`config.mk`:
```
export PLATFORM = sky130hd
export DESIGN_NAME = keypad_alarm_controller_top_flat
export DESIGN_NICKNAME = d
export VERILOG_FILES = /design/src/rtl/kac_pkg.sv /design/src/rtl/kac_if.sv /design/src/rtl/kac_core.sv /design/src/rtl/keypad_alarm_controller_top.sv /design/src/flat_wrapper.sv
export SDC_FILE = /design/constraint.sdc
export NUM_CORES = 1
export LEC_CHECK = 0
export BUFFER_PORTS_ARGS = -buffer_cell sky130_fd_sc_hd__buf_2
export CELL_PAD_IN_SITES_DETAIL_PLACEMENT = 1
export CELL_PAD_IN_SITES_GLOBAL_PLACEMENT = 1
export CORE_UTILIZATION = 35
export CTS_CLUSTER_DIAMETER = 40
export DETAILED_ROUTE_END_ITERATION = 10
export HOLD_SLACK_MARGIN = 0.12
export PLACE_DENSITY_LB_ADDON = 0.1
export RECOVER_POWER = 25
export SYNTH_ARGS = -nofsm -noshare
export SYNTH_HDL_FRONTEND = slang
export SYNTH_SLANG_ARGS = --single-unit
```
`constraint.sdc`:
```
create_clock -name clk_i -period 2.45 [get_ports clk_i]
set_clock_uncertainty 0.2 [all_clocks]
set_input_delay 0.245 -clock clk_i [delete_from_list [all_inputs] [get_ports clk_i]]
set_output_delay 0.245 -clock clk_i [all_outputs]
set_load 0.02 [all_outputs]
```
`src/rtl/kac_pkg.sv`:
```
// shared types, codes and helpers of the keypad alarm controller
package kac_pkg;

  // request op codes
  localparam logic [2:0] OP_KEY   = 3'd0;
  localparam logic [2:0] OP_SOUND = 3'd1;
  localparam logic [2:0] OP_PROX  = 3'd2;
  localparam logic [2:0] OP_TICK  = 3'd3;
  localparam logic [2:0] OP_PING  = 3'd4;

  // panel mode codes
  localparam logic [1:0] MODE_SET_CODE  = 2'd0;
  localparam logic [1:0] MODE_UNARMED   = 2'd1;
  localparam logic [1:0] MODE_ARMED     = 2'd2;
  localparam logic [1:0] MODE_TRIGGERED = 2'd3;

  // status codes reported with each result
  localparam logic [3:0] ST_NONE     = 4'd0;
  localparam logic [3:0] ST_DIGIT    = 4'd1;
  localparam logic [3:0] ST_STORED   = 4'd2;
  localparam logic [3:0] ST_START    = 4'd3;
  localparam logic [3:0] ST_ARMED    = 4'd4;
  localparam logic [3:0] ST_DISARMED = 4'd5;
  localparam logic [3:0] ST_WRONG    = 4'd6;
  localparam logic [3:0] ST_TRIG     = 4'd7;
  localparam logic [3:0] ST_DARK     = 4'd8;

  // key A sits at the end of the top row
  localparam logic [1:0] KEY_A_ROW = 2'd0;
  localparam logic [1:0] KEY_A_COL = 2'd3;

  // idle timeout out of reset, 10 s of millisecond ticks
  localparam logic [15:0] IDLE_RESET = 16'd10000;

  // control flags of the panel
  typedef struct packed {
    logic [1:0] mode;
    logic       buzz;
    logic       led;
    logic       mic;
    logic       disp;
    logic       entering;
  } kac_ctl_t;

  // decoded keypad key
  typedef struct packed {
    logic       valid;
    logic [3:0] digit;
  } kac_key_t;

  // layout 1 2 3 A / 4 5 6 B / 7 8 9 C / * 0 # D
  function automatic kac_key_t key_digit(input logic [1:0] row, input logic [1:0] col);
    kac_key_t k;
    k.valid = 1'b0;
    k.digit = 4'd0;
    if (col != 2'd3) begin
      if (row != 2'd3) begin
        k.valid = 1'b1;
        k.digit = ({2'b00, row} * 4'd3) + {2'b00, col} + 4'd1;
      end else if (col == 2'd1) begin
        k.valid = 1'b1;
        k.digit = 4'd0;
      end
    end
    return k;
  endfunction

endpackage

```
`src/rtl/kac_if.sv`:
```
// request and result channel interfaces of the keypad alarm controller

// event request channel
interface kac_evt_if;
  logic       valid;
  logic       ready;
  logic [2:0] op;
  logic [1:0] key_row;
  logic [1:0] key_col;
  logic       echo_high;

  modport source (output valid, output op, output key_row, output key_col,
                  output echo_high, input ready);
  modport sink (input valid, input op, input key_row, input key_col,
                input echo_high, output ready);
endinterface

// result channel
interface kac_res_if;
  logic       valid;
  logic       ready;
  logic [1:0] mode_now;
  logic       buzzer_on;
  logic       leds_on;
  logic       mic_enabled;
  logic       display_lit;
  logic       entry_active;
  logic [1:0] digits_taken;
  logic [3:0] status;

  modport source (output valid, output mode_now, output buzzer_on, output leds_on,
                  output mic_enabled, output display_lit, output entry_active,
                  output digits_taken, output status, input ready);
  modport sink (input valid, input mode_now, input buzzer_on, input leds_on,
                input mic_enabled, input display_lit, input entry_active,
                input digits_taken, input status, output ready);
endinterface

```
`src/rtl/kac_core.sv`:
```
// next-state logic of the alarm panel for one event request
module kac_core
  import kac_pkg::*;
#(
  parameter int CODE_DIGITS = 4,
  parameter int PosW        = 2
) (
  input  logic [2:0]      op_i,
  input  logic [1:0]      key_row_i,
  input  logic [1:0]      key_col_i,
  input  logic            echo_high_i,
  input  logic [15:0]     idle_limit_i,
  input  kac_ctl_t        ctl_q_i,
  input  logic [PosW-1:0] pos_q_i,
  input  logic [15:0]     cnt_q_i,
  input  logic [3:0]      stored_q_i  [CODE_DIGITS],
  input  logic [3:0]      entered_q_i [CODE_DIGITS],
  output kac_ctl_t        ctl_d_o,
  output logic [PosW-1:0] pos_d_o,
  output logic [15:0]     cnt_d_o,
  output logic            stored_we_o,
  output logic            entered_we_o,
  output logic [3:0]      digit_o,
  output logic [3:0]      status_o
);

  kac_key_t        key;
  logic            last_pos;
  logic            same;
  logic [PosW-1:0] pos_inc;

  // key decode and entry position step
  assign key      = key_digit(key_row_i, key_col_i);
  assign digit_o  = key.digit;
  assign last_pos = (pos_q_i == PosW'(CODE_DIGITS - 1));
  assign pos_inc  = last_pos ? '0 : pos_q_i + 1'b1;

  // code compare, the final digit comes straight from the key
  always_comb begin
    same = 1'b1;
    for (int i = 0; i < CODE_DIGITS; i++) begin
      if (i == CODE_DIGITS - 1) begin
        if (key.digit != stored_q_i[i]) same = 1'b0;
      end else begin
        if (entered_q_i[i] != stored_q_i[i]) same = 1'b0;
      end
    end
  end

  // mode rules per op
  always_comb begin
    ctl_d_o      = ctl_q_i;
    pos_d_o      = pos_q_i;
    cnt_d_o      = cnt_q_i;
    stored_we_o  = 1'b0;
    entered_we_o = 1'b0;
    status_o     = ST_NONE;
    case (op_i)
      OP_KEY: begin
        ctl_d_o.disp = 1'b1;
        cnt_d_o      = idle_limit_i;
        if (ctl_q_i.mode == MODE_SET_CODE) begin
          if (key.valid) begin
            stored_we_o = 1'b1;
            pos_d_o     = pos_inc;
            if (last_pos) begin
              ctl_d_o.mode = MODE_UNARMED;
              status_o     = ST_STORED;
            end else begin
              status_o = ST_DIGIT;
            end
          end
        end else if (!ctl_q_i.entering) begin
          if (key_row_i == KEY_A_ROW && key_col_i == KEY_A_COL) begin
            ctl_d_o.entering = 1'b1;
            status_o         = ST_START;
          end
        end else if (key.valid) begin
          entered_we_o = 1'b1;
          pos_d_o      = pos_inc;
          if (!last_pos) begin
            status_o = ST_DIGIT;
          end else begin
            ctl_d_o.entering = 1'b0;
            if (!same) begin
              status_o = ST_WRONG;
            end else if (ctl_q_i.mode == MODE_UNARMED) begin
              ctl_d_o.mode = MODE_ARMED;
              ctl_d_o.mic  = 1'b1;
              status_o     = ST_ARMED;
            end else begin
              if (ctl_q_i.mode == MODE_TRIGGERED) begin
                ctl_d_o.buzz = 1'b0;
                ctl_d_o.led  = 1'b0;
              end
              ctl_d_o.mode = MODE_UNARMED;
              status_o     = ST_DISARMED;
            end
          end
        end
      end
      OP_SOUND, OP_PROX: begin
        if (ctl_q_i.mode == MODE_ARMED &&
            ((op_i == OP_SOUND && ctl_q_i.mic) || (op_i == OP_PROX && !echo_high_i))) begin
          ctl_d_o.mode     = MODE_TRIGGERED;
          ctl_d_o.led      = 1'b1;
          ctl_d_o.buzz     = 1'b1;
          ctl_d_o.mic      = 1'b0;
          ctl_d_o.entering = 1'b0;
          pos_d_o          = '0;
          status_o         = ST_TRIG;
        end
      end
      OP_TICK: begin
        if (cnt_q_i != 16'd0) begin
          cnt_d_o = cnt_q_i - 16'd1;
          if (cnt_q_i == 16'd1 && ctl_q_i.disp) begin
            ctl_d_o.disp     = 1'b0;
            ctl_d_o.entering = 1'b0;
            pos_d_o          = '0;
            status_o         = ST_DARK;
          end
        end
      end
      OP_PING: begin
        if (!echo_high_i && ctl_q_i.mode == MODE_TRIGGERED) ctl_d_o.led = ~ctl_q_i.led;
      end
      default: begin
      end
    endcase
  end

endmodule

```
`src/rtl/keypad_alarm_controller_top.sv`:
```
// keypad alarm controller top level: panel state, code stores and result register
//
// Usage: event requests arrive on evt_i (key press, sound, proximity check,
// millisecond tick, sensor ping); every accepted request gives exactly one
// result on res_o with the panel state after that event and a status code.
// Idle timeout: user writes cfg_we_i / cfg_wdata_i only while idle, not enforced.
// Latency: the result is valid in the cycle after the request is accepted.
// Throughput: one request per cycle; the panel state and the result are the
// same set of registers, updated by one pass of the mode logic in kac_core.
// Stall: while a result waits and res_o.ready is low, evt_i.ready is low and
// the state holds; a new request is taken in the same cycle the result goes.
// Reset: set-code mode, no entry, display lit, buzzer, LEDs and microphone
// off, idle timer and idle limit at 10000 ticks, no result pending. The
// stored and entered codes are not cleared; they are written before use.
module keypad_alarm_controller_top
  import kac_pkg::*;
#(
  parameter int CODE_DIGITS = 4
) (
  input  logic        clk_i,
  input  logic        rst_ni,
  input  logic        cfg_we_i,
  input  logic [15:0] cfg_wdata_i,
  kac_evt_if.sink     evt_i,
  kac_res_if.source   res_o
);

  localparam int PosW = (CODE_DIGITS > 1) ? $clog2(CODE_DIGITS) : 1;

  kac_ctl_t        ctl_q, ctl_d;
  logic [PosW-1:0] pos_q, pos_d;
  logic [15:0]     cnt_q, cnt_d;
  logic [15:0]     idle_limit_q;
  logic [3:0]      stored_q  [CODE_DIGITS];
  logic [3:0]      entered_q [CODE_DIGITS];
  logic [3:0]      status_q, status_d;
  logic            valid_q;
  logic            stored_we, entered_we;
  logic [3:0]      digit;
  logic            accept;
  logic [PosW+1:0] pos_ext;

  // handshake
  assign evt_i.ready = !valid_q || res_o.ready;
  assign accept      = evt_i.valid && evt_i.ready;

  // mode logic
  kac_core #(
    .CODE_DIGITS (CODE_DIGITS),
    .PosW        (PosW)
  ) u_core (
    .op_i         (evt_i.op),
    .key_row_i    (evt_i.key_row),
    .key_col_i    (evt_i.key_col),
    .echo_high_i  (evt_i.echo_high),
    .idle_limit_i (idle_limit_q),
    .ctl_q_i      (ctl_q),
    .pos_q_i      (pos_q),
    .cnt_q_i      (cnt_q),
    .stored_q_i   (stored_q),
    .entered_q_i  (entered_q),
    .ctl_d_o      (ctl_d),
    .pos_d_o      (pos_d),
    .cnt_d_o      (cnt_d),
    .stored_we_o  (stored_we),
    .entered_we_o (entered_we),
    .digit_o      (digit),
    .status_o     (status_d)
  );

  // idle limit register
  always_ff @(posedge clk_i or negedge rst_ni) begin
    if (!rst_ni) begin
      idle_limit_q <= IDLE_RESET;
    end else if (cfg_we_i) begin
      idle_limit_q <= cfg_wdata_i;
    end
  end

  // panel state, doubles as the result register
  always_ff @(posedge clk_i or negedge rst_ni) begin
    if (!rst_ni) begin
      ctl_q   <= '{mode: MODE_SET_CODE, disp: 1'b1, default: 1'b0};
      pos_q   <= '0;
      cnt_q   <= IDLE_RESET;
      valid_q <= 1'b0;
    end else begin
      if (accept) begin
        ctl_q <= ctl_d;
        pos_q <= pos_d;
        cnt_q <= cnt_d;
      end
      if (accept) begin
        valid_q <= 1'b1;
      end else if (res_o.ready) begin
        valid_q <= 1'b0;
      end
    end
  end

  // status and digit stores, no reset
  always_ff @(posedge clk_i) begin
    if (accept) begin
      status_q <= status_d;
      for (int i = 0; i < CODE_DIGITS; i++) begin
        if (pos_q == PosW'(i)) begin
          if (stored_we) stored_q[i] <= digit;
          if (entered_we) entered_q[i] <= digit;
        end
      end
    end
  end

  // result fields
  assign pos_ext            = {2'b00, pos_q};
  assign res_o.valid        = valid_q;
  assign res_o.mode_now     = ctl_q.mode;
  assign res_o.buzzer_on    = ctl_q.buzz;
  assign res_o.leds_on      = ctl_q.led;
  assign res_o.mic_enabled  = ctl_q.mic;
  assign res_o.display_lit  = ctl_q.disp;
  assign res_o.entry_active = ctl_q.entering;
  assign res_o.digits_taken = pos_ext[1:0];
  assign res_o.status       = status_q;

endmodule

```
`src/flat_wrapper.sv`:
```
// flat-port wrapper written by rule: the top's interface ports become plain ports
module keypad_alarm_controller_top_flat import kac_pkg::*;
#(
  parameter int CODE_DIGITS = 4
)
  (clk_i, rst_ni, cfg_we_i, cfg_wdata_i, evt_i_valid, evt_i_op, evt_i_key_row, evt_i_key_col, evt_i_echo_high, evt_i_ready, res_o_valid, res_o_mode_now, res_o_buzzer_on, res_o_leds_on, res_o_mic_enabled, res_o_display_lit, res_o_entry_active, res_o_digits_taken, res_o_status, res_o_ready);
  kac_evt_if evt_i_i ();
  kac_res_if res_o_i ();
  input  logic clk_i;
  input  logic rst_ni;
  input  logic cfg_we_i;
  input  logic [15:0] cfg_wdata_i;
  input wire logic [$bits(evt_i_i.valid)-1:0] evt_i_valid;
  input wire logic [$bits(evt_i_i.op)-1:0] evt_i_op;
  input wire logic [$bits(evt_i_i.key_row)-1:0] evt_i_key_row;
  input wire logic [$bits(evt_i_i.key_col)-1:0] evt_i_key_col;
  input wire logic [$bits(evt_i_i.echo_high)-1:0] evt_i_echo_high;
  output wire logic [$bits(evt_i_i.ready)-1:0] evt_i_ready;
  output wire logic [$bits(res_o_i.valid)-1:0] res_o_valid;
  output wire logic [$bits(res_o_i.mode_now)-1:0] res_o_mode_now;
  output wire logic [$bits(res_o_i.buzzer_on)-1:0] res_o_buzzer_on;
  output wire logic [$bits(res_o_i.leds_on)-1:0] res_o_leds_on;
  output wire logic [$bits(res_o_i.mic_enabled)-1:0] res_o_mic_enabled;
  output wire logic [$bits(res_o_i.display_lit)-1:0] res_o_display_lit;
  output wire logic [$bits(res_o_i.entry_active)-1:0] res_o_entry_active;
  output wire logic [$bits(res_o_i.digits_taken)-1:0] res_o_digits_taken;
  output wire logic [$bits(res_o_i.status)-1:0] res_o_status;
  input wire logic [$bits(res_o_i.ready)-1:0] res_o_ready;
  assign evt_i_i.valid = evt_i_valid;
  assign evt_i_i.op = evt_i_op;
  assign evt_i_i.key_row = evt_i_key_row;
  assign evt_i_i.key_col = evt_i_key_col;
  assign evt_i_i.echo_high = evt_i_echo_high;
  assign evt_i_ready = evt_i_i.ready;
  assign res_o_valid = res_o_i.valid;
  assign res_o_mode_now = res_o_i.mode_now;
  assign res_o_buzzer_on = res_o_i.buzzer_on;
  assign res_o_leds_on = res_o_i.leds_on;
  assign res_o_mic_enabled = res_o_i.mic_enabled;
  assign res_o_display_lit = res_o_i.display_lit;
  assign res_o_entry_active = res_o_i.entry_active;
  assign res_o_digits_taken = res_o_i.digits_taken;
  assign res_o_status = res_o_i.status;
  assign res_o_i.ready = res_o_ready;
  keypad_alarm_controller_top #(.CODE_DIGITS(CODE_DIGITS)) u_core (.clk_i(clk_i), .rst_ni(rst_ni), .cfg_we_i(cfg_we_i), .cfg_wdata_i(cfg_wdata_i), .evt_i(evt_i_i), .res_o(res_o_i));
endmodule
```
==> reports/metrics.cfg, run 1 <==
[outcome]
status = finished, violations left
violations = setup timing

[worst_hold_path]
worstHoldPathCells = 4
holdPathEnd = u_core.res_o.leds_on
hold_class = input port to register
hold_start = evt_i_op[2]

[logic_synthesis]
yosysWarningCount = 0
synth-compound-area-share = 0.146
netlist_area_sq_um = 3840
ys.flop_type = edfxtp_1
synthSimpleGateAreaFrac = 0.153
ys_ff_latch = 74
synth_cell_types = 57
avgSynthCellArea_sq_um = 10.8
muxShareOfSynthArea = 0.0573
synth-edff-count = 32
synth-xor-area-share = 0.0387
synthAdderAreaFrac = 0.0462
synth_top_family_by_area = simple AND/OR/NAND/NOR gates
synthCells = 355
ys_seq_area_frac = 0.527
syn_nets = 397
async_reset_ff_frac = 0.568

[cts]
cts.sinks = 74
cts_root_buf = clkbuf_8
h-tree-depth = 3
clockBufferDepth = 2
clkTransAtPathRegs_ps = 90
cts_tree = yes
cts_buffers = 9
clk_latency_ps = 350

[job]
cap_violations = 0

[routing]
vias = 3096
drt-total-wl_mm = 9.64
firstDrtPassIters = 4
wl_per_cell_um = 16.1
drtIter0Drc = 89
avgViaCountPerCell = 5.18
drc = 0
ant_nets = 0

[final_layout]
multiInputGateArea_sq_um = 1830
antenna_cells = 0
area_delta_synth_final_pct = 31.0
nFillCells = 1157
final_area_sq_um = 5040
final_layout_size_suffix_gt1_frac = 0.338
seqCellArea_sq_um = 2030
final_cells = 598
final_nets = 499

[pwr]
ir_drop_mv = 0.340
power_density_nw_per_um2 = 675
p_leak_nw = 2.06

[grt]
grt_pass1_vias = 3299
antenna_found_initial = 0
gr-total-overflow = 0
grt_pass1_wl_mm = 15.8
grt_max_degree = 43
grt_use_total = 0.177

[place]
place_inst = 554
io_buffer_count = 43
dp_hpwl_mm = 6.92
globalplace.congestion = 0.756
dpl_cell_area_sq_um = 4460

[worst_setup_path]
start_kind = input port
path_max_fanout = 7
rr_startpoint = u_core.cnt_q[6]
critPathLaunch = evt_i_key_row[1]
slowest_stage = fa_2
critical_path_depth = 11
cp_cell_sequence = buf_6 -> fa_1 -> inv_1 -> fa_2 -> xor2_1 -> a31oi_1 -> o32ai_1 -> nand4_1 -> buf_6 -> o31ai_4 -> mux2i_1
rr_worst_depth = 7
max_stage_delay_ps = 580
end_kind = register
required_ps = 2530
crit_path_frequent_cell = buf_6
r2r_end = u_core.cnt_q[7]
critPathKind = input port to register
worst-path-buf-inv = 3
cp_data_arrival_time_ps = 2690
cp_top_family = adder cells
reg2reg_slack_ps = -20

[sta]
hold_viol_final = 0
fin_crit_sh = 1.06
layout_setup_ws_ps = -155
whs_ps = 180
worst_pin_slew_ps = 1130
fmaxAchievable_mhz = 384
fin_crit_ps = 2600
max-slew-margin-rel = 0.244
rsz0062_at_grt = true
setup_viol = 10
drv_slew = 0

[floorplan]
initial_utilization = 0.366
placementRows = 37
ios = 44
die-width_um = 107
dieHeight_um = 107
die-area_sq_um = 11400
coreArea_sq_um = 10500

[through the flow]
stage                     TNS, ps  utilization  worst slack (ps)  power (mW)
after floorplan             -1290            -              -250        2.11
after global placement      -2700        0.424              -444        2.43
after detailed placement    -3710        0.424              -592        2.46
after CTS                    -701        0.469              -157        3.41
after global routing        -2120        0.479              -287        3.59
final                        -739        0.479              -155        3.40
[cells by family after synthesis]
family	Yosys count
multiplexers	20
AO/OA/AOI/OAI	88
flip-flops	74
buffers and inverters	32
AND/OR/NAND/NOR	111
adder cells (fa/ha/maj)	13
XOR/XNOR	17
[worst min-delay path, cell delays in order]
cell and delay [ps]:
buf_2 190, nor3b_1 90, nor2_1 100, mux2i_1 70
[timing repair]
action,in CTS,in global routing
gates cloned,0,2
endpoints found under the hold margin,59,0
setup buffers,3,4
hold buffers,19,0
setup endpoints to repair,15,21
pin swaps,2,9
resized for setup,12,31
[cells in the mapped netlist (2+ instances only)]
cell type | count | area, sq um
a21boi_0 | 2 | 15.0
a21oi_1 | 27 | 135
a22oi_1 | 2 | 15.0
a31o_2 | 2 | 17.5
a31oi_1 | 6 | 37.5
and2_1 | 3 | 18.8
and3_1 | 9 | 56.3
and3b_1 | 2 | 17.5
buf_2 | 2 | 10.0
clkbuf_1 | 11 | 41.3
dfrtp_1 | 31 | 776
dfstp_2 | 11 | 289
edfxtp_1 | 32 | 961
fa_1 | 2 | 40.0
ha_1 | 11 | 138
inv_1 | 18 | 67.6
mux2_2 | 16 | 180
mux2i_1 | 4 | 40.0
nand2_1 | 12 | 45.0
nand2b_1 | 3 | 18.8
nand3_1 | 11 | 55.1
nand4_1 | 4 | 25.0
nor2_1 | 33 | 124
nor3_1 | 12 | 60.1
nor3b_1 | 4 | 30.0
nor4_1 | 3 | 18.8
o21ai_0 | 21 | 105
o21ba_2 | 3 | 30.0
o22a_1 | 6 | 52.6
o22ai_1 | 4 | 25.0
o31ai_1 | 2 | 15.0
or2_2 | 2 | 12.5
or3_1 | 4 | 25.0
or4_4 | 2 | 22.5
xnor2_1 | 15 | 131
xor2_1 | 2 | 17.5
[cell usage in the layout, fill, tap and decap left out, drive strengths merged, types with 3 or more instances in the layout]
master and instances:
nor2 33, and3 9, nand2 12, nand3 11, o21ba 3, nor3 12
nor4 3, buf 84, mux2 16, dfrtp 31, and2 3, a31oi 6
edfxtp 32, dfstp 11, dlygate4sd3 19, o21ai 22, mux2i 4, inv 21
xnor2 15, a21oi 27, nand2b 3, clkbuf 10, or3 4, or4 3
nor3b 4, o22a 6, ha 11, clkinv 3, nand4 4, o22ai 4
or2 3
[flip-flops by register name, indices dropped and copies added (netlist names)]
register	count
u_core.res_o.display_lit	1
u_core.entered_q	12
u_core.idle_limit_q	16
u_core.res_o.mode_now	2
u_core.res_o.leds_on	1
u_core.res_o.status	4
u_core.res_o.mic_enabled	1
u_core.cnt_q	16
u_core.res_o.buzzer_on	1
u_core.stored_q	16
u_core.res_o.entry_active	1
u_core.res_o.digits_taken	2
u_core.res_o.valid	1
[power by group]
group	internal (mW)	switching (mW)
clock network	0.385	0.517
registers	1.48	0.135
logic	0.392	0.490
[per-layer routing]
| layer | global-route usage | share of wire |
|---|---|---|
| met3 | 0.0310 | 0.022 |
| met4 | 0.0499 | 0.013 |
| met1 | 0.222 | 0.46 |
| met5 | 0 | 0 |
| met2 | 0.312 | 0.51 |
[cell type report]
type                    instances  share of cell area
clock buffers                   9              0.0246
well taps                     136              0.0338
clock inverters                 7              0.0122
multi-input cells             249               0.363
repair buffers                104               0.151
flip-flops and latches         74               0.402
inverters                      19              0.0142
[worst max path at each step]
stage	end
final	u_core.res_o.leds_on
after global routing	u_core.res_o.leds_on
after CTS	u_core.res_o.leds_on
after detailed placement	u_core.res_o.status[1]
after global placement	u_core.res_o.leds_on
after floorplan	u_core.res_o.leds_on
Note: power is estimated with default switching activity, not from simulation.
==> run 2: changes to the inputs <==
- CORE_UTILIZATION: 35 -> 42
==> run 2 against run 1 <==
  * The flow finishes with violations (DRC, setup timing)
  * Count of clock-buffer cells in the layout unchanged
  * Sequential cell count stayed put
  * Die area down 16%
  * Wire length is 3.7% lower
==> reports/metrics.cfg, run 2 (synthesis results as in run 1) <==
[sta]
max-slew-margin-rel = 0.146  ; was 0.244
fmaxAchievable_mhz = 397  ; was 384 MHz
layout_setup_ws_ps = -67.8  ; was -155 ps
finalSetupTns_ps = -326  ; was -739 ps
hold_viol_final = 0  ; unchanged
fin_crit_sh = 1.03  ; was 1.06
drv_slew = 0  ; unchanged
whs_ps = 125  ; was 180 ps
fin_crit_ps = 2520  ; was 2600 ps
worst_pin_slew_ps = 1280  ; was 1130 ps
rsz0062_at_grt = true  ; unchanged
setup_viol = 11  ; was 10

[worst_setup_path]
rr_startpoint = u_core.cnt_q[6]  ; unchanged
rr_worst_depth = 6  ; was 7
reg2reg_slack_ps = -40  ; was -20 ps
end_kind = register  ; unchanged
cp_data_arrival_time_ps = 2420  ; was 2690 ps
path_max_fanout = 8  ; was 7
required_ps = 2350  ; was 2530 ps
critPathKind = input port to register  ; unchanged
r2r_end = u_core.cnt_q[15]  ; was u_core.cnt_q[7]
start_kind = input port  ; unchanged

[routing]
firstDrtPassIters = 7  ; was 4
wl_per_cell_um = 16.3  ; was 16.1 um
vias = 3076  ; was 3,096
drc = 6  ; was 0
drt-total-wl_mm = 9.28  ; was 9.64 mm
ant_nets = 0  ; unchanged
avgViaCountPerCell = 5.42  ; was 5.18
drtIter0Drc = 117  ; was 89

[final_layout]
final_common_cell = buf_2  ; unchanged
multiInputGateArea_sq_um = 1850  ; was 1830 sq um
antenna_cells = 0  ; unchanged
final_cell_mix = buf_2, nor2_1, edfxtp_1  ; was buf_2, buf_4, edfxtp_1
area_delta_synth_final_pct = 31.6  ; was 31.0%
final_cells = 568  ; was 598
final_layout_size_suffix_gt1_frac = 0.341  ; was 0.338
final_nets = 497  ; was 499
nFillCells = 949  ; was 1,157
seqCellArea_sq_um = 2030  ; unchanged
reg.largest.list = u_core.cnt_q x16, u_core.idle_limit_q x16, u_core.stored_q x16  ; unchanged

[grt]
grt_max_degree = 33  ; was 43
antenna_found_initial = 0  ; unchanged
grt_use_total = 0.205  ; was 0.177
gr-total-overflow = 0  ; unchanged
grt_pass1_vias = 3145  ; was 3,299
grt_pass1_wl_mm = 15.3  ; was 15.8 mm

[place]
place_inst = 523  ; was 554
dp_hpwl_mm = 6.61  ; was 6.92 mm
pre_cts_ws_ps = -520  ; was -592 ps
io_buffer_count = 43  ; unchanged
globalplace.congestion = 0.781  ; was 0.756

[pwr]
combinationalPowerShare = 0.250  ; was 0.259
internal_power_mw = 2.46  ; was 2.26 mW
p_leak_nw = 2.07  ; was 2.06 nW
swShare = 0.317  ; was 0.336
p_switching_mw = 1.14  ; about the same
power_density_nw_per_um2 = 712  ; was 675 nW/um^2
p_clk_frac = 0.302  ; was 0.265
pwr-share-seq = 0.448  ; was 0.475
ir_drop_mv = 0.322  ; was 0.340 mV
power.total_mw = 3.60  ; was 3.40 mW

[cts]
clockBufferDepth = 2  ; unchanged
cts.sinks = 74  ; unchanged
clkTransAtPathRegs_ps = 90  ; about the same
cts_tree = yes  ; unchanged
cts_root_buf = clkbuf_8  ; unchanged
h-tree-depth = 3  ; unchanged
cts_buffers = 9  ; unchanged
clk_latency_ps = 360  ; was 350 ps

[worst_hold_path]
hold_start = evt_i_op[2]  ; unchanged
hold_class = input port to register  ; unchanged
holdPathEnd = u_core.res_o.leds_on  ; unchanged
worstHoldPathCells = 4  ; unchanged

[job]
cap_violations = 0  ; unchanged

[floorplan]
ios = 44  ; unchanged
dieHeight_um = 97.7  ; was 107 um
die-area_sq_um = 9540  ; was 11,400 sq um
placementRows = 34  ; was 37
initial_utilization = 0.437  ; was 0.366
coreArea_sq_um = 8810  ; was 10,500 sq um
die-width_um = 97.7  ; was 107 um

[outcome]
status = finished, violations left  ; unchanged
violations = DRC, setup timing  ; was setup timing

## run 2: cell types whose count changed in the layout (fill, tap and decap cells not counted), sizes merged
| cell | delta |
|---|---|
| bufinv | +2 |
| clkinvlp | -2 |
| inv | -1 |
| clkinv | +1 |
| clkbuf | +1 |
| buf | -3 |
## run 2: what timing repair did
item                                   CTS  global route
endpoints found under the hold margin   52             0
setup endpoints to repair               10            24
gates cloned                             0             2
pin swaps                                4            16
hold buffers                            19             0
setup buffers                            1             7
gates resized for setup                 11            36
## run 2: worst max path at each step
stage / cells after the start / startpoint / endpoint
final: 11 / evt_i_key_row[1] / u_core.res_o.status[1]
after global routing: 11 / evt_i_key_row[1] / u_core.res_o.leds_on
after CTS: 11 / evt_i_key_row[1] / u_core.res_o.status[1]
after global placement: 11 / evt_i_key_row[1] / u_core.res_o.leds_on
after detailed placement: 11 / evt_i_key_row[1] / u_core.res_o.leds_on
after floorplan: 9 / evt_i_key_row[1] / u_core.res_o.leds_on
## run 2: final cells by class
class                   instances  share of cell area
inverters                      19              0.0141
well taps                     108              0.0267
flip-flops and latches         74               0.400
clock inverters                 7              0.0198
multi-input cells             249               0.366
clock buffers                   9              0.0245
repair buffers                102               0.148
## run 2: through the flow
step | util | instance area [sq um]
3_3_place_gp | 0.500 | 4400
5_1_grt | 0.575 | 5060
4_1_cts | 0.555 | 4890
6_report | 0.575 | 5060
3_5_place_dp | 0.500 | 4400
2_1_floorplan | - | 3860
## run 2: critical path: stages
cell and delay [ps]:
buf_6 100, fa_1 550, inv_1 60, fa_2 570
xor2_1 160, a31oi_1 110, o32ai_2 100, nand4_1 140
buf_6 170, a21oi_2 130, o22ai_1 70
## run 2: metal layers
| layer | routed length, um | up-vias | GRT usage |
|---|---|---|---|
| met3 | 234 | 11 | 0.0374 |
| met5 | 0 | - | 0 |
| met4 | 111 | 0 | 0.0664 |
| li1 | - | 1506 | - |
| met1 | 4360 | 1519 | 0.266 |
| met2 | 4570 | 40 | 0.345 |
## run 2: power by group through the flow
stage	Combinational, mW	Clock [mW]	Sequential, mW
after CTS	0.857	1.11	1.61
after floorplan	0.445	0	1.66
final	0.900	1.09	1.62
after global placement	0.767	0	1.63
after global routing	0.995	1.15	1.64
after detailed placement	0.808	0	1.64
==> run 3: changes to the inputs <==
- ABC_AREA: unset -> 1
- CORE_UTILIZATION: 42 -> 40
==> run 3 against run 2 <==
  * The flow now finishes without violations
  * Count of clock-buffer cells in the layout unchanged
  * Power is 0.26% lower
  * Synthesized cell count up 46%
  * Cell count rose by 31%
  * Critical endpoint unchanged
  * Largest cell class unchanged
  * Highest routed layer unchanged
==> reports/metrics.cfg, run 3 <==
[outcome]
status = complete, no violations  ; was finished, violations left

[sta]
layout_setup_ws_ps = 96.2  ; was -67.8 ps
setup_viol = 0  ; was 11
max-slew-margin-rel = 0.127  ; was 0.146
fin_crit_sh = 0.961  ; was 1.03
rsz0062_at_grt = false  ; was true
drv_slew = 0  ; unchanged
worst_pin_slew_ps = 1310  ; was 1280 ps
hold_viol_final = 0  ; unchanged
fmaxAchievable_mhz = 425  ; was 397 MHz
fin_crit_ps = 2350  ; was 2520 ps
finalSetupTns_ps = 0  ; was -326 ps

[pwr]
power_density_nw_per_um2 = 690  ; was 712 nW/um^2
p_leak_nw = 2.45  ; was 2.07 nW
ir_drop_mv = 0.273  ; was 0.322 mV

[routing]
ant_nets = 0  ; unchanged
vias = 3648  ; was 3,076
firstDrtPassIters = 4  ; was 7
drtIter0Drc = 98  ; was 117
drc = 0  ; was 6
avgViaCountPerCell = 4.90  ; was 5.42
drt-total-wl_mm = 10.3  ; was 9.28 mm
wl_per_cell_um = 13.9  ; was 16.3 um

[worst_setup_path]
end_kind = register  ; unchanged
start_kind = input port  ; unchanged
required_ps = 2350  ; about the same
cp_data_arrival_time_ps = 2260  ; was 2420 ps
critPathKind = input port to register  ; unchanged
cp_cell_sequence = buf_4 -> fa_1 -> inv_1 -> fa_1 -> inv_2 -> nand4_1 -> nand2_1 -> nand3_1 -> nor2_1 -> nand3_2 -> nand2_1 -> nand2_1 -> nand2_1 -> nand3_1  ; was buf_6 -> fa_1 -> inv_1 -> fa_2 -> xor2_1 -> a31oi_1 -> o32ai_2 -> nand4_1 -> buf_6 -> a21oi_2 -> o22ai_1
max_stage_delay_ps = 530  ; was 570 ps
path_max_fanout = 3  ; was 8
crit_path_frequent_cell = nand2_1  ; was buf_6
slowest_stage = fa_1  ; was fa_2

[final_layout]
reg.largest.list = u_core.cnt_q x16, u_core.idle_limit_q x16, u_core.stored_q x16  ; unchanged
area_delta_synth_final_pct = 21.2  ; was 31.6%
final_cell_mix = nand2_1, inv_1, buf_2  ; was buf_2, nor2_1, edfxtp_1
final_common_cell = nand2_1  ; was buf_2
antenna_cells = 0  ; unchanged
final_nets = 645  ; was 497
fin_util = 0.502  ; was 0.575
final_layout_size_suffix_gt1_frac = 0.230  ; was 0.341

[logic_synthesis]
yosys-top-cells-count = nand2_1, inv_1, nor2_1, edfxtp_1, o21ai_0  ; was nor2_1, edfxtp_1, dfrtp_1, a21oi_1, o21ai_0
yosysMostFrequentCell = nand2_1  ; was nor2_1
synthCells = 518  ; was 355
ys_ff_latch = 74  ; unchanged
yosysWarningCount = 0  ; unchanged
ys_seq_area_frac = 0.471  ; was 0.527
synth_cell_types = 42  ; was 57
avgSynthCellArea_sq_um = 8.30  ; was 10.8 sq um
yosysTopAreaCell = edfxtp_1  ; unchanged
synthDominantCellAreaShare = 0.224  ; was 0.250
syn_nets = 560  ; was 397
netlist_area_sq_um = 4300  ; was 3840 sq um
synth-edff-count = 32  ; unchanged
async_reset_ff_frac = 0.568  ; unchanged
yosys-top-cells-area = edfxtp_1, dfrtp_1, nand2_1, inv_1, dfstp_2  ; was edfxtp_1, dfrtp_1, dfstp_2, mux2_2, ha_1
ys.flop_type = edfxtp_1  ; unchanged

[cts]
clockBufferDepth = 2  ; unchanged
h-tree-depth = 3  ; unchanged
clk_latency_ps = 350  ; was 360 ps
cts.sinks = 74  ; unchanged
cts_root_buf = clkbuf_8  ; unchanged
clkTransAtPathRegs_ps = 90  ; about the same
cts_tree = yes  ; unchanged
cts_buffers = 9  ; unchanged

[worst_hold_path]
hold_class = input port to register  ; unchanged

[place]
pre_cts_ws_ps = -320  ; was -520 ps
dp_hpwl_mm = 7.85  ; was 6.61 mm
io_buffer_count = 43  ; unchanged
globalplace.congestion = 0.811  ; was 0.781

[floorplan]
ios = 44  ; unchanged
die-width_um = 106  ; was 97.7 um
dieHeight_um = 106  ; was 97.7 um
initial_utilization = 0.415  ; was 0.437
die-area_sq_um = 11200  ; was 9540 sq um
coreArea_sq_um = 10400  ; was 8810 sq um
placementRows = 37  ; was 34

[grt]
grt_use_total = 0.201  ; was 0.205
gr-total-overflow = 0  ; unchanged
grt_pass1_wl_mm = 17.6  ; was 15.3 mm
antenna_found_initial = 0  ; unchanged
grt_max_degree = 28  ; was 33
grt_pass1_vias = 3769  ; was 3,145

[job]
cap_violations = 0  ; unchanged

run 3: cell count changes in the layout (fill, tap and decap cells not counted), sizes merged, moves of 5 or more:
cell / change
inv: +74
a31oi: -5
nand3: +18
mux2: -11
buf: -19
nand2: +136
nor2: +14
a21oi: -16
and3: -9
xnor2: -13
o22a: -6
o211ai: +5
o21ai: +25
run 3: worst paths after layout:
check                                        from  depth (start not counted)  slack [ps]                  endpoint
setup / recovery                 evt_i_key_row[0]                         14         100    u_core.res_o.status[1]
hold / removal                           cfg_we_i                          3         130    u_core.idle_limit_q[4]
setup reg to reg                  u_core.cnt_q[0]                         10         310           u_core.cnt_q[4]
hold reg to reg            u_core.idle_limit_q[4]                          2         290    u_core.idle_limit_q[4]
max in group asynchronous                  rst_ni                          3         340           u_core.cnt_q[8]
min in group asynchronous                  rst_ni                          2         500  u_core.res_o.mode_now[1]
run 3: worst max-delay path: cells and delay by family:
kind                       cells  cell delay [ps]
and+or+nand+nor                9              770
buffers and inverters          3              270
adders and majority gates      2              980
run 3: per-stage QoR:
| step | hold slack (ps) | instances | power (mW) | cell area, sq um |
|---|---|---|---|---|
| 2_1_floorplan | -251 | 518 | 2.25 | 4300 |
| 4_1_cts | 123 | 743 | 3.63 | 5190 |
| 3_5_place_dp | 78.7 | 708 | 2.57 | 4790 |
| 3_3_place_gp | 84.2 | 708 | 2.53 | 4790 |
| 6_report | 134 | 744 | 3.59 | 5210 |
| 5_1_grt | 201 | 744 | 3.81 | 5210 |
run 3: layer usage:
metal | GRT usage | share of wire
met2 | 0.366 | 0.51
met4 | 0.0794 | 0.020
met5 | 0 | 0
met3 | 0.0254 | 0.023
met1 | 0.238 | 0.44
run 3: kinds of logic after synthesis:
logic type,after synthesis,synth area share
compound gates,72,0.109
fa+ha+maj,13,0.0413
mux,5,0.0131
flops,74,0.471
buf+inv,99,0.0937
simple gates,249,0.260
xor+xnor,6,0.0122
run 3: power by group:
| group | switching (mW) | leakage, nW | internal [mW] |
|---|---|---|---|
| sequential | 0.151 | 0.792 | 1.49 |
| clock | 0.531 | 0.103 | 0.491 |
| combinational | 0.592 | 1.56 | 0.337 |
run 3: final cells by class:
type,instances,area (sq um)
inverters,90,343
clock inverters,7,83.8
flip-flops and latches,74,2030
multi-input cells,345,1890
well taps,136,170
fillers,1265,5160
clock buffers,9,124
repair buffers,83,568
run 3: what timing repair did:
item	CTS	global route
hold buffers	19	0
resized for setup	0	7
endpoints found under the setup margin	0	7
buffers inserted	0	1
endpoints found under the hold margin	52	0
